===== config.mk =====
export PLATFORM = sky130hd
export DESIGN_NAME = v3n_sqrt
export DESIGN_NICKNAME = d
export VERILOG_FILES = /design/src/hw/rtl/v3n_pkg.sv /design/src/hw/rtl/v3n_sqrt.sv
export SDC_FILE = /design/constraint.sdc
export NUM_CORES = 1
export LEC_CHECK = 0
export ABC_AREA = 0
export BUFFER_PORTS_ARGS = -buffer_cell sky130_fd_sc_hd__buf_2
export CAP_MARGIN = 10
export CORE_ASPECT_RATIO = 0.8
export CORE_MARGIN = 1
export CORE_UTILIZATION = 45
export CTS_CLUSTER_SIZE = 40
export DETAILED_ROUTE_END_ITERATION = 6
export PLACE_DENSITY = 0.64
export SYNTH_ARGS = -nofsm -noshare
export SYNTH_HDL_FRONTEND = slang
export SYNTH_SLANG_ARGS = --single-unit

===== constraint.sdc =====
create_clock -name clk -period 15.9 [get_ports clk]
set_input_delay 3.18 -clock clk [delete_from_list [all_inputs] [get_ports clk]]
set_output_delay 3.18 -clock clk [all_outputs]
set_load 0.05 [all_outputs]

===== src/hw/rtl/v3n_pkg.sv =====
// Shared types, widths and helpers for the 3D vector normalizer.
`default_nettype none
package v3n_pkg;

    localparam int COMP_W     = 16;
    localparam int UNIT_FRAC  = 14;
    localparam int UNIT_W     = UNIT_FRAC + 2;
    localparam int SUM_W      = 2 * COMP_W;
    localparam int ROOT_W     = COMP_W;
    localparam int SQ_STAGES  = ROOT_W;
    localparam int QUO_W      = UNIT_FRAC + 1;
    localparam int DIV_STAGES = QUO_W;

    typedef struct packed {
        logic signed [COMP_W-1:0] x;
        logic signed [COMP_W-1:0] y;
        logic signed [COMP_W-1:0] z;
    } vec_t;

    typedef struct packed {
        logic [SUM_W-1:0] sum;
        vec_t             vec;
    } sq_in_t;

    typedef struct packed {
        logic [ROOT_W-1:0] root;
        vec_t              vec;
    } sq_out_t;

    typedef struct packed {
        logic [QUO_W-1:0] q;
        logic             neg;
    } dv_res_t;

    typedef struct packed {
        dv_res_t [2:0]     lane;
        logic [ROOT_W-1:0] len;
    } dv_out_t;

    function automatic logic [COMP_W-1:0] abs_comp(input logic signed [COMP_W-1:0] c);
        logic [COMP_W-1:0] u;
        u = c;
        abs_comp = c[COMP_W-1] ? (~u + 1'b1) : u;
    endfunction

endpackage
`default_nettype wire


===== src/hw/rtl/v3n_sqrt.sv =====
// Pipelined floor square root, one result bit per stage.
`default_nettype none
module v3n_sqrt
    import v3n_pkg::*;
(
    input  wire logic    clk,
    input  wire logic    rst_n,
    input  wire logic    in_valid,
    output logic         in_ready,
    input  wire sq_in_t  in_data,
    output logic         out_valid,
    input  wire logic    out_ready,
    output sq_out_t      out_data
);

    typedef struct packed {
        logic [SUM_W-1:0]  rad;
        logic [ROOT_W:0]   rem;
        logic [ROOT_W-1:0] root;
        vec_t              vec;
    } sq_st_t;

    function automatic sq_st_t sq_step(input sq_st_t s);
        sq_st_t            r;
        logic [ROOT_W+2:0] trial;
        logic [ROOT_W+2:0] test;
        r     = s;
        trial = {s.rem, s.rad[SUM_W-1 -: 2]};
        test  = {1'b0, s.root, 2'b01};
        r.rad = {s.rad[SUM_W-3:0], 2'b00};
        if (trial >= test)
        begin
            r.rem  = (ROOT_W+1)'(trial - test);
            r.root = {s.root[ROOT_W-2:0], 1'b1};
        end
        else
        begin
            r.rem  = trial[ROOT_W:0];
            r.root = {s.root[ROOT_W-2:0], 1'b0};
        end
        return r;
    endfunction

    sq_st_t s_reg [SQ_STAGES];
    logic   v_reg [SQ_STAGES];
    logic   rdy   [SQ_STAGES];
    sq_st_t init;

    always_comb
    begin
        init.rad  = in_data.sum;
        init.rem  = '0;
        init.root = '0;
        init.vec  = in_data.vec;
    end

    always_comb
    begin
        rdy[SQ_STAGES-1] = out_ready | ~v_reg[SQ_STAGES-1];
        for (int k = SQ_STAGES - 2; k >= 0; k--)
        begin
            rdy[k] = ~v_reg[k] | rdy[k+1];
        end
    end

    assign in_ready = rdy[0];

    always_ff @(posedge clk or negedge rst_n)
    begin
        if (!rst_n)
        begin
            for (int k = 0; k < SQ_STAGES; k++)
            begin
                v_reg[k] <= 1'b0;
            end
        end
        else
        begin
            if (rdy[0])
            begin
                v_reg[0] <= in_valid;
            end
            for (int k = 1; k < SQ_STAGES; k++)
            begin
                if (rdy[k])
                begin
                    v_reg[k] <= v_reg[k-1];
                end
            end
        end
    end

    always_ff @(posedge clk)
    begin
        if (rdy[0])
        begin
            s_reg[0] <= sq_step(init);
        end
        for (int k = 1; k < SQ_STAGES; k++)
        begin
            if (rdy[k])
            begin
                s_reg[k] <= sq_step(s_reg[k-1]);
            end
        end
    end

    assign out_valid     = v_reg[SQ_STAGES-1];
    assign out_data.root = s_reg[SQ_STAGES-1].root;
    assign out_data.vec  = s_reg[SQ_STAGES-1].vec;

endmodule
`default_nettype wire


==> flow_metrics.env <==
export IMPL_p_leak_nw=22.5
export IMPL_post_cts_setup_buffers=0
export IMPL_cts_tree="built"
export IMPL_grt_pass1_vias=23100
export IMPL_largest_reg_flops=1381
export IMPL_wl_met3_mm=3.84
export IMPL_status="finished, violations left"
export IMPL_skew_ps=32.1
export IMPL_antenna_found_initial=5
export IMPL_cp_required_ps=12720
export IMPL_hold_buffers=0
export IMPL_p_comb_frac=0.124
export IMPL_clock_fmax_mhz=94.9
export IMPL_n_fill_cell=9256
export IMPL_p_sw_frac=0.249
export IMPL_core_area_um2=115000
export IMPL_grt_overflow=0
export IMPL_holdPathStages=0
export IMPL_r2r_cells=10
export IMPL_post_drt_wl_per_cell_um=16.0
export IMPL_hold_viol=0
export IMPL_num_nets_final=3410
export IMPL_antenna_cells=0
export IMPL_crit_path_end_kind="output port"
export IMPL_period_minus_slack_ps=10540
export IMPL_vias_per_cell=4.86
export IMPL_ir_worst_vdd_mv=0.0887
export IMPL_start_util=0.454
export IMPL_io_pins=150
export IMPL_htree_levels=4
export IMPL_met2_length_mm=34.4
export IMPL_final_area_um2=58700
export IMPL_clock_latency_ps=760
export IMPL_fin_setup_tns_ps=0
export IMPL_layout_common_cells="edfxtp_1, inv_1, nor2_1"
export IMPL_finalSetupViolations=0
export IMPL_postRouteWirelength_mm=77.0
export IMPL_crit_fanout=44
export IMPL_post_route_period_util=0.663
export IMPL_critical_path_most_common_cell="nor2_1"
export IMPL_clk_pin_slew_ps=60
export IMPL_slew_headroom=0.212
export IMPL_vias=23400
export IMPL_ant_nets=0
export IMPL_ys_seq_area_frac=0.806
export IMPL_critPathKind="in -> out"
export IMPL_grtUsageTotal=0.134
export IMPL_firstDrtPassIters=7
export IMPL_cts_root_buffer="clkbuf_16"
export IMPL_cp_cell_sequence="buf_2 > nand2b_4 > nor2_1 > clkinv_2 > nor2_1 > nand3_4 > nor2_1 > and3_1 > nand4_1 > buf_4 > buf_2"
export IMPL_synth_flop_cell="edfxtp_1"
export IMPL_grt_pass1_wl_mm=123
export IMPL_async_flop_share=0.0115
export IMPL_finalMaxSlewViolations=0
export IMPL_utilization=0.513
export IMPL_pwr_share_seq=0.548
export IMPL_syn2layout_area_growth_pct=13.0
export IMPL_mappedNetlistNets=3192
export IMPL_dr_max_layer_used="met4"
export IMPL_rsz0062_at_grt="false"
export IMPL_fp_dieW_um=382
export IMPL_final_common_cell="edfxtp_1"
export IMPL_cts_sinks=1397
export IMPL_clock_tree_buffer_depth=3
export IMPL_yosys_warnings=0
export IMPL_synth_ff_latch_count=1397
export IMPL_avgSynthCellArea_um2=17.6
export IMPL_placed_cell_area_um2=54300
export IMPL_die_h_um=306
export IMPL_cts_resized_gates=0
export IMPL_powerDensity_nw_per_um2=162
export IMPL_drc=1
export IMPL_synth_edff_count=1381
export IMPL_die_area_um2=117000
export IMPL_whs_ps=391
export IMPL_gp_congestion=0.852
export IMPL_num_rows=111
export IMPL_place_detailed_hpwl_mm=51.7
export IMPL_internal_power_mw=7.16
export IMPL_netlist_area_um2=52000
export IMPL_numCtsBuffers=136
export IMPL_power_frac_clock=0.328
export IMPL_violations="design-rule violations"
export IMPL_grt_max_degree=89
export IMPL_tightest_slew_ps=1180
export IMPL_arrival_ps=7360
export IMPL_synth_distinct_cells=67
export IMPL_synthCells=2956
export IMPL_hold_path_class="reg -> reg"
export IMPL_switchingPower_mw=2.37
export IMPL_critPathLaunchType="input pin"
export IMPL_drive_above_1_share=0.131
export IMPL_cap_viol_max_count=0
export IMPL_max_stage_delay_ps=670
export IMPL_drt_initial_drc_count=1627
export IMPL_cp_slowest_cell="nor2_1"
export IMPL_portBuffers=149
export IMPL_wl_met1_mm=36.9
## Yosys cell counts (3+ instances only)
cell,count,share of area
mux2_4,4,0.0012
nor3_1,46,0.0044
clkbuf_1,19,0.0014
o21ai_0,95,0.0091
mux2i_1,4,0.00077
nand2b_1,42,0.0051
inv_1,194,0.014
a211oi_1,6,0.00087
o41ai_1,6,0.0010
o21bai_1,5,0.00072
o211ai_1,10,0.0014
nor2_1,169,0.012
a31oi_1,8,0.00096
o22ai_1,5,0.00060
xor2_1,81,0.014
a41oi_1,5,0.00084
nor4_1,24,0.0029
xnor2_1,86,0.014
ha_1,152,0.037
buf_4,64,0.0092
nor2b_1,32,0.0039
and3_1,5,0.00060
a2111oi_0,3,0.00051
or2_2,10,0.0012
nand3_1,29,0.0028
and2_1,5,0.00060
or4_1,13,0.0019
o31ai_1,11,0.0016
a21oi_1,151,0.015
nand3b_1,5,0.00072
nand4b_1,5,0.00084
o21a_1,24,0.0035
a21o_1,20,0.0029
nand2_1,98,0.0071
nand4_1,22,0.0026
mux2_2,34,0.0074
o31a_1,5,0.00084
or4_4,3,0.00065
or3_1,22,0.0026
dfrtp_1,16,0.0077
edfxtp_1,1381,0.80
## power groups by stage
stage | registers, mW | clock network [mW] | logic (mW)
5_1_grt | 5.29 | 3.36 | 1.32
3_5_place_dp | 5.30 | 0 | 1.18
3_3_place_gp | 5.29 | 0 | 1.16
2_1_floorplan | 5.17 | 0 | 0.960
4_1_cts | 5.23 | 3.23 | 1.19
6_report | 5.22 | 3.13 | 1.18
## per-layer routing
layer  global-route usage  vias up
met3               0.0284      153
met2                0.204      505
met5                    0        -
met4               0.0502        0
met1                0.191    11200
li1                     -    11600
## cells by family (layout without fill, tap and decap cells)
| group | count (synthesis) | count (layout) | synth area share |
|---|---|---|---|
| simple gates | 541 | 541 | 0.0522 |
| compound gates | 373 | 373 | 0.0426 |
| xor+xnor | 167 | 167 | 0.0281 |
| other cells | 1 | 1 | 0.0000721 |
| mux | 42 | 42 | 0.00929 |
| flops | 1397 | 1397 | 0.806 |
| buf+inv | 283 | 611 | 0.0256 |
| fa+ha+maj | 152 | 152 | 0.0366 |
## final timing paths
| check | start | end | slack (ps) |
|---|---|---|---|
| max | out_ready | in_ready | 5360 |
| min | s_reg[0][703] | s_reg[0][814] | 390 |
| max reg2reg | out_valid | s_reg[0][97] | 10980 |
| min reg2reg | s_reg[0][703] | s_reg[0][814] | 390 |
| max in group asynchronous | rst_n | v_reg[5] | 13220 |
| min in group asynchronous | rst_n | v_reg[15] | 2360 |
## stage by stage
stage / setup slack (ps) / cells / power, mW
after floorplan: 533 / 2956 / 6.13
after global placement: 5390 / 4561 / 6.45
after detailed placement: 5320 / 4561 / 6.48
after CTS: 5300 / 4809 / 9.64
after global routing: 5000 / 4809 / 9.97
final: 5360 / 4809 / 9.53
## layout make-up
type                       instances  area, um^2  area share
sequential                      1397       41900       0.713
clock inverter                    71         813      0.0138
inverter                         194         739      0.0126
timing repair buffer             169         896      0.0153
clock buffer                     177        3630      0.0618
tap                             1525        1910      0.0325
multi-input combinational       1276        8870       0.151
## critical path, delay by kind of cell
kind          cells  cell delay (ps)
simple gates      7             3000
buf+inv           4             1150
(Power assumes the default switching activity.)
