==> config.mk <==
export PLATFORM = sky130hd
export DESIGN_NAME = v3n_div
export DESIGN_NICKNAME = d
export VERILOG_FILES = /design/src/hw/rtl/v3n_pkg.sv /design/src/hw/rtl/v3n_div.sv
export SDC_FILE = /design/constraint.sdc
export NUM_CORES = 2
export LEC_CHECK = 0
export BUFFER_PORTS_ARGS = -buffer_cell sky130_fd_sc_hd__buf_2
export CORE_AREA = 3 3 430 432
export CTS_BUF_LIST = sky130_fd_sc_hd__clkbuf_4 sky130_fd_sc_hd__clkbuf_8 sky130_fd_sc_hd__clkbuf_16
export DETAILED_ROUTE_END_ITERATION = 10
export DIE_AREA = 0 0 433 435
export GPL_TIMING_DRIVEN = 0
export PLACE_DENSITY = 0.71
export REMOVE_ABC_BUFFERS = 1
export SLEW_MARGIN = 20
export SYNTH_ARGS = -nofsm -noshare
export SYNTH_HDL_FRONTEND = slang
export SYNTH_SLANG_ARGS = --single-unit
==> constraint.sdc <==
create_clock -name clk -period 16.3 [get_ports clk]
set_input_delay 0.815 -clock clk [delete_from_list [all_inputs] [get_ports clk]]
set_output_delay 0.815 -clock clk [all_outputs]
set_load 0.05 [all_outputs]
==> src/hw/rtl/v3n_pkg.sv <==
// Shared types, widths and helpers for the 3D vector normalizer.
`default_nettype none
package v3n_pkg;

    localparam int COMP_W     = 16;
    localparam int UNIT_FRAC  = 14;
    localparam int UNIT_W     = UNIT_FRAC + 2;
    localparam int SUM_W      = 2 * COMP_W;
    localparam int ROOT_W     = COMP_W;
    localparam int SQ_STAGES  = ROOT_W;
    localparam int QUO_W      = UNIT_FRAC + 1;
    localparam int DIV_STAGES = QUO_W;

    typedef struct packed {
        logic signed [COMP_W-1:0] x;
        logic signed [COMP_W-1:0] y;
        logic signed [COMP_W-1:0] z;
    } vec_t;

    typedef struct packed {
        logic [SUM_W-1:0] sum;
        vec_t             vec;
    } sq_in_t;

    typedef struct packed {
        logic [ROOT_W-1:0] root;
        vec_t              vec;
    } sq_out_t;

    typedef struct packed {
        logic [QUO_W-1:0] q;
        logic             neg;
    } dv_res_t;

    typedef struct packed {
        dv_res_t [2:0]     lane;
        logic [ROOT_W-1:0] len;
    } dv_out_t;

    function automatic logic [COMP_W-1:0] abs_comp(input logic signed [COMP_W-1:0] c);
        logic [COMP_W-1:0] u;
        u = c;
        abs_comp = c[COMP_W-1] ? (~u + 1'b1) : u;
    endfunction

endpackage
`default_nettype wire

==> src/hw/rtl/v3n_div.sv <==
// Pipelined restoring divider, three lanes sharing one divisor.
`default_nettype none
module v3n_div
    import v3n_pkg::*;
(
    input  wire logic    clk,
    input  wire logic    rst_n,
    input  wire logic    in_valid,
    output logic         in_ready,
    input  wire sq_out_t in_data,
    output logic         out_valid,
    input  wire logic    out_ready,
    output dv_out_t      out_data
);

    typedef struct packed {
        logic [ROOT_W-1:0] r;
        logic [QUO_W-1:0]  low;
        logic [QUO_W-1:0]  q;
        logic              neg;
    } dv_lane_t;

    typedef struct packed {
        dv_lane_t [2:0]    lane;
        logic [ROOT_W-1:0] len;
    } dv_st_t;

    function automatic dv_st_t dv_step(input dv_st_t s);
        dv_st_t          r;
        logic [ROOT_W:0] t;
        r = s;
        for (int i = 0; i < 3; i++)
        begin
            t = {s.lane[i].r, s.lane[i].low[QUO_W-1]};
            r.lane[i].low = {s.lane[i].low[QUO_W-2:0], 1'b0};
            if (t >= {1'b0, s.len})
            begin
                r.lane[i].r = ROOT_W'(t - {1'b0, s.len});
                r.lane[i].q = {s.lane[i].q[QUO_W-2:0], 1'b1};
            end
            else
            begin
                r.lane[i].r = t[ROOT_W-1:0];
                r.lane[i].q = {s.lane[i].q[QUO_W-2:0], 1'b0};
            end
        end
        return r;
    endfunction

    function automatic dv_lane_t lane_init(input logic signed [COMP_W-1:0] c);
        dv_lane_t          l;
        logic [COMP_W-1:0] m;
        m     = abs_comp(c);
        l.r   = ROOT_W'(m[COMP_W-1:1]);
        l.low = {m[0], {(QUO_W-1){1'b0}}};
        l.q   = '0;
        l.neg = c[COMP_W-1];
        return l;
    endfunction

    dv_st_t s_reg [DIV_STAGES];
    logic   v_reg [DIV_STAGES];
    logic   rdy   [DIV_STAGES];
    dv_st_t init;

    always_comb
    begin
        init.lane[0] = lane_init(in_data.vec.x);
        init.lane[1] = lane_init(in_data.vec.y);
        init.lane[2] = lane_init(in_data.vec.z);
        init.len     = in_data.root;
    end

    always_comb
    begin
        rdy[DIV_STAGES-1] = out_ready | ~v_reg[DIV_STAGES-1];
        for (int k = DIV_STAGES - 2; k >= 0; k--)
        begin
            rdy[k] = ~v_reg[k] | rdy[k+1];
        end
    end

    assign in_ready = rdy[0];

    always_ff @(posedge clk or negedge rst_n)
    begin
        if (!rst_n)
        begin
            for (int k = 0; k < DIV_STAGES; k++)
            begin
                v_reg[k] <= 1'b0;
            end
        end
        else
        begin
            if (rdy[0])
            begin
                v_reg[0] <= in_valid;
            end
            for (int k = 1; k < DIV_STAGES; k++)
            begin
                if (rdy[k])
                begin
                    v_reg[k] <= v_reg[k-1];
                end
            end
        end
    end

    always_ff @(posedge clk)
    begin
        if (rdy[0])
        begin
            s_reg[0] <= dv_step(init);
        end
        for (int k = 1; k < DIV_STAGES; k++)
        begin
            if (rdy[k])
            begin
                s_reg[k] <= dv_step(s_reg[k-1]);
            end
        end
    end

    assign out_valid = v_reg[DIV_STAGES-1];
    always_comb
    begin
        out_data.len = s_reg[DIV_STAGES-1].len;
        for (int i = 0; i < 3; i++)
        begin
            out_data.lane[i].q   = s_reg[DIV_STAGES-1].lane[i].q;
            out_data.lane[i].neg = s_reg[DIV_STAGES-1].lane[i].neg;
        end
    end

endmodule
`default_nettype wire

==> flow_summary.yaml <==
sta:
  max_freq_mhz: 160.0
  min_period_ns: 6.250
  worstMarginPinSlew_ns: 1.072
  rsz0062_at_grt: "false"
  drv_slew: 0
  hold_violations: 0
  fin_skew_ns: 0.05784
  final-setup-viol-count: 0
  fin_crit_sh: 0.3835
  slew_headroom: 0.2835
  fin_setup_tns_ns: 0
power:
  pwr-share-comb: 0.507
  power.switching_mw: 8.412
  ir_worst_vdd_mv: 0.1230
  p_leak_nw: 35.73
  p_int_mw: 12.52
  p_sw_frac: 0.4019
  p_per_area_mw_per_mm2: 231.6
  power_frac_seq: 0.325
  pwr-share-clk: 0.168
clocking:
  root_buffer: "clkbuf_16"
  clk_path_buf_depth: 3
  cts_tree: "done"
  numCtsBuffers: 149
  cts_sinks: 1332
  cts_max_level: 4
  clk_transition_reported_paths_ns: 0.06
  cts_resized: 0
  postCtsHoldBufs: 1
  cts_setup_buffers: 0
  clock_latency_ns: 0.81
logic_synthesis:
  synth-seq-cells: 1332
  seq_area_frac_synth: 0.4899
  synth-edff-count: 1317
  ys_async_sr_fraction: 0.01126
  synth_area_leader_cell: "edfxtp_1"
  syn-instance-count: 7268
  synth_most_common_cell: "edfxtp_1"
  avgSynthCellArea_um2: 11.21
  synthTopCellsByArea: "edfxtp_1, ha_1, mux2_2, a21oi_1, xnor2_1"
  synth_ff_type: "edfxtp_1"
  ys_warn_count: 0
  synth_top_area_frac: 0.4853
  netlist_area_mm2: 0.08150
  synthDistinctLibCells: 85
  synth_common_cells: "edfxtp_1, ha_1, a21oi_1"
floorplanning:
  coreArea_mm2: 0.1809
  initial_core_util: 0.4504
  dieArea_mm2: 0.1884
  die_h_um: 435
  io_pins: 134
  die_x_um: 433
  row_count: 156
critical_path:
  cp.required_ns: 15.49
  critPathLaunchType: "flip-flop"
  criticalPathCategory: "reg -> out"
  critPathMaxFanout: 42
  slowest_stage: "nor2_1"
  path_cells: "nand2b_4 > nor2_1 > inv_6 > nor2_1 > and3_1 > and3_1 > and3_1 > and4_1 > nand2_4 > buf_12 > buf_2"
  end_kind: "primary output"
  cpMostUsedCell: "and3_1"
  cp.arrival_ns: 5.44
  max_stage_delay_ns: 0.61
detailed_routing:
  drcViolationCount: 0
  detail-route-antenna-nets: 0
  firstDrtPassIters: 8
  vias_per_cell: 5.760
  drt_first_iter_violations: 4772
  wl_mm: 208.7
  wire_per_inst_um: 21.00
  num_vias: 57220
placed_design:
  routabilityCongestion: 0.9241
  placed_cells: 9657
  hpwl_mm: 163.9
  io_buffer_count: 133
layout:
  final_cells: 9935
  syn_to_final_growth_pct: 10.90
  fillers: 15790
  largest_reg_flops: 1317
  drive_gt1_frac: 0.1166
  nNetsFinal: 8269
flow_run:
  maxCapViolations: 0
global_routing:
  first_global_vias: 54880
  grt-ovfl-total: 0
  track_usage: 0.2159
  antenna_found_initial: 1
  grt_start_max_net_pins: 80
  grt_pass1_wl_mm: 316.6
hold_path:
  worstHoldPathType: "in -> reg"
run_status:
  status: "completed"
## power groups by stage
stage	logic [mW]	registers [mW]	clock network, mW
6_report	10.6	6.81	3.51
5_1_grt	11.7	6.92	3.72
4_1_cts	10.5	6.82	3.59
3_5_place_dp	10.4	6.87	0
3_3_place_gp	10.1	6.89	0
2_1_floorplan	7.78	6.49	0
## cell type report
class / instances / area, um^2 / area share
Sequential cell: 1332 / 39920 / 0.4417
Multi-Input combinational cell: 5337 / 39150 / 0.4331
Clock buffer: 167 / 3870 / 0.04282
Tap cell: 2370 / 2965 / 0.03281
Inverter: 434 / 1652 / 0.01827
Timing Repair Buffer: 185 / 1449 / 0.01603
Clock inverter: 108 / 1371 / 0.01517
Antenna cell: 2 / 5.005 / 0.00005537
## logic make-up after synthesis
kind of cell	synth area share
and+or+nand+nor	0.1075
DFF	0.4899
adders and majority gates	0.1209
buffers and inverters	0.03173
xor gates and xnor gates	0.04782
muxes	0.05504
AOI/OAI and AO/OA	0.1472
## path summary, 6_finish.rpt
check,start,end,slack (ns),depth (start not counted)
min in group asynchronous,rst_n,v_reg[1]$_DFFE_PN0P_,0.44,2
worst min register to register,s_reg[0][1039]$_DFFE_PP_,s_reg[0][1194]$_DFFE_PP_,0.40,0
worst max-delay path,out_valid$_DFFE_PN0P_,in_ready,10.05,11
worst max register to register,out_valid$_DFFE_PN0P_,s_reg[0][48]$_DFFE_PP_,11.64,10
worst min-delay path,in_valid,v_reg[14]$_DFFE_PN0P_,0.20,2
max in group asynchronous,rst_n,v_reg[8]$_DFFE_PN0P_,15.59,2
## critical path, delay by kind of cell (launching register included)
kind | cells | cell delay (ns)
flops | 1 | 0.38
simple gates | 8 | 3.33
buf+inv | 3 | 0.84
## placed cells by master, fill, tap and decap left out, types with 20 or more instances in the layout
master,synthesis,layout
or3_1,38,38
nor2b_1,135,128
ha_1,720,720
nand2_1,409,403
a211o_1,27,27
bufinv_16,0,20
o31ai_1,75,75
clkbuf_16,0,149
a211oi_1,73,73
nor3_1,110,110
o21ai_0,419,419
and3_1,69,69
mux2_2,357,357
a31oi_1,69,68
a21o_1,123,123
a21oi_1,587,585
buf_2,24,133
o2111ai_1,24,24
nor4_1,20,20
nand4_1,50,50
nor2_1,582,580
o211ai_1,53,53
xor2_1,163,163
a21boi_0,44,44
and2_1,61,61
xnor2_1,282,282
o31a_1,38,38
nand2b_1,70,69
or2_2,30,30
edfxtp_1,1317,1317
o21a_1,153,153
nand3_1,189,187
buf_4,76,24
fa_1,42,42
clkinv_2,0,22
clkinv_1,0,34
mux2i_1,36,36
o21bai_1,27,27
inv_1,434,428
## per-layer routing
metal,part of all wire,up-vias,GRT usage,wire length [um]
li1,-,27650,-,-
met1,0.43,27650,0.2837,90100
met2,0.48,1562,0.3667,101000
met3,0.049,357,0.02806,10200
met4,0.035,0,0.07359,7326
met5,0,-,0,0
## per-stage QoR
step / hold slack (ns) / total power, mW / cell area (um^2) / setup slack (ns) / utilization
3_3_place_gp: 0.4009 / 16.98 / 84170 / 3.540 / 0.4652
4_1_cts: 0.1414 / 20.94 / 90370 / 9.889 / 0.4994
5_1_grt: 0.1735 / 22.36 / 90380 / 9.651 / 0.4995
6_report: 0.1999 / 20.93 / 90380 / 10.05 / 0.4995
2_1_floorplan: 0.4003 / 14.27 / 80540 / 7.554 / -
3_5_place_dp: 0.4045 / 17.31 / 85120 / 10.24 / 0.4704
(Power assumes the default switching activity.)
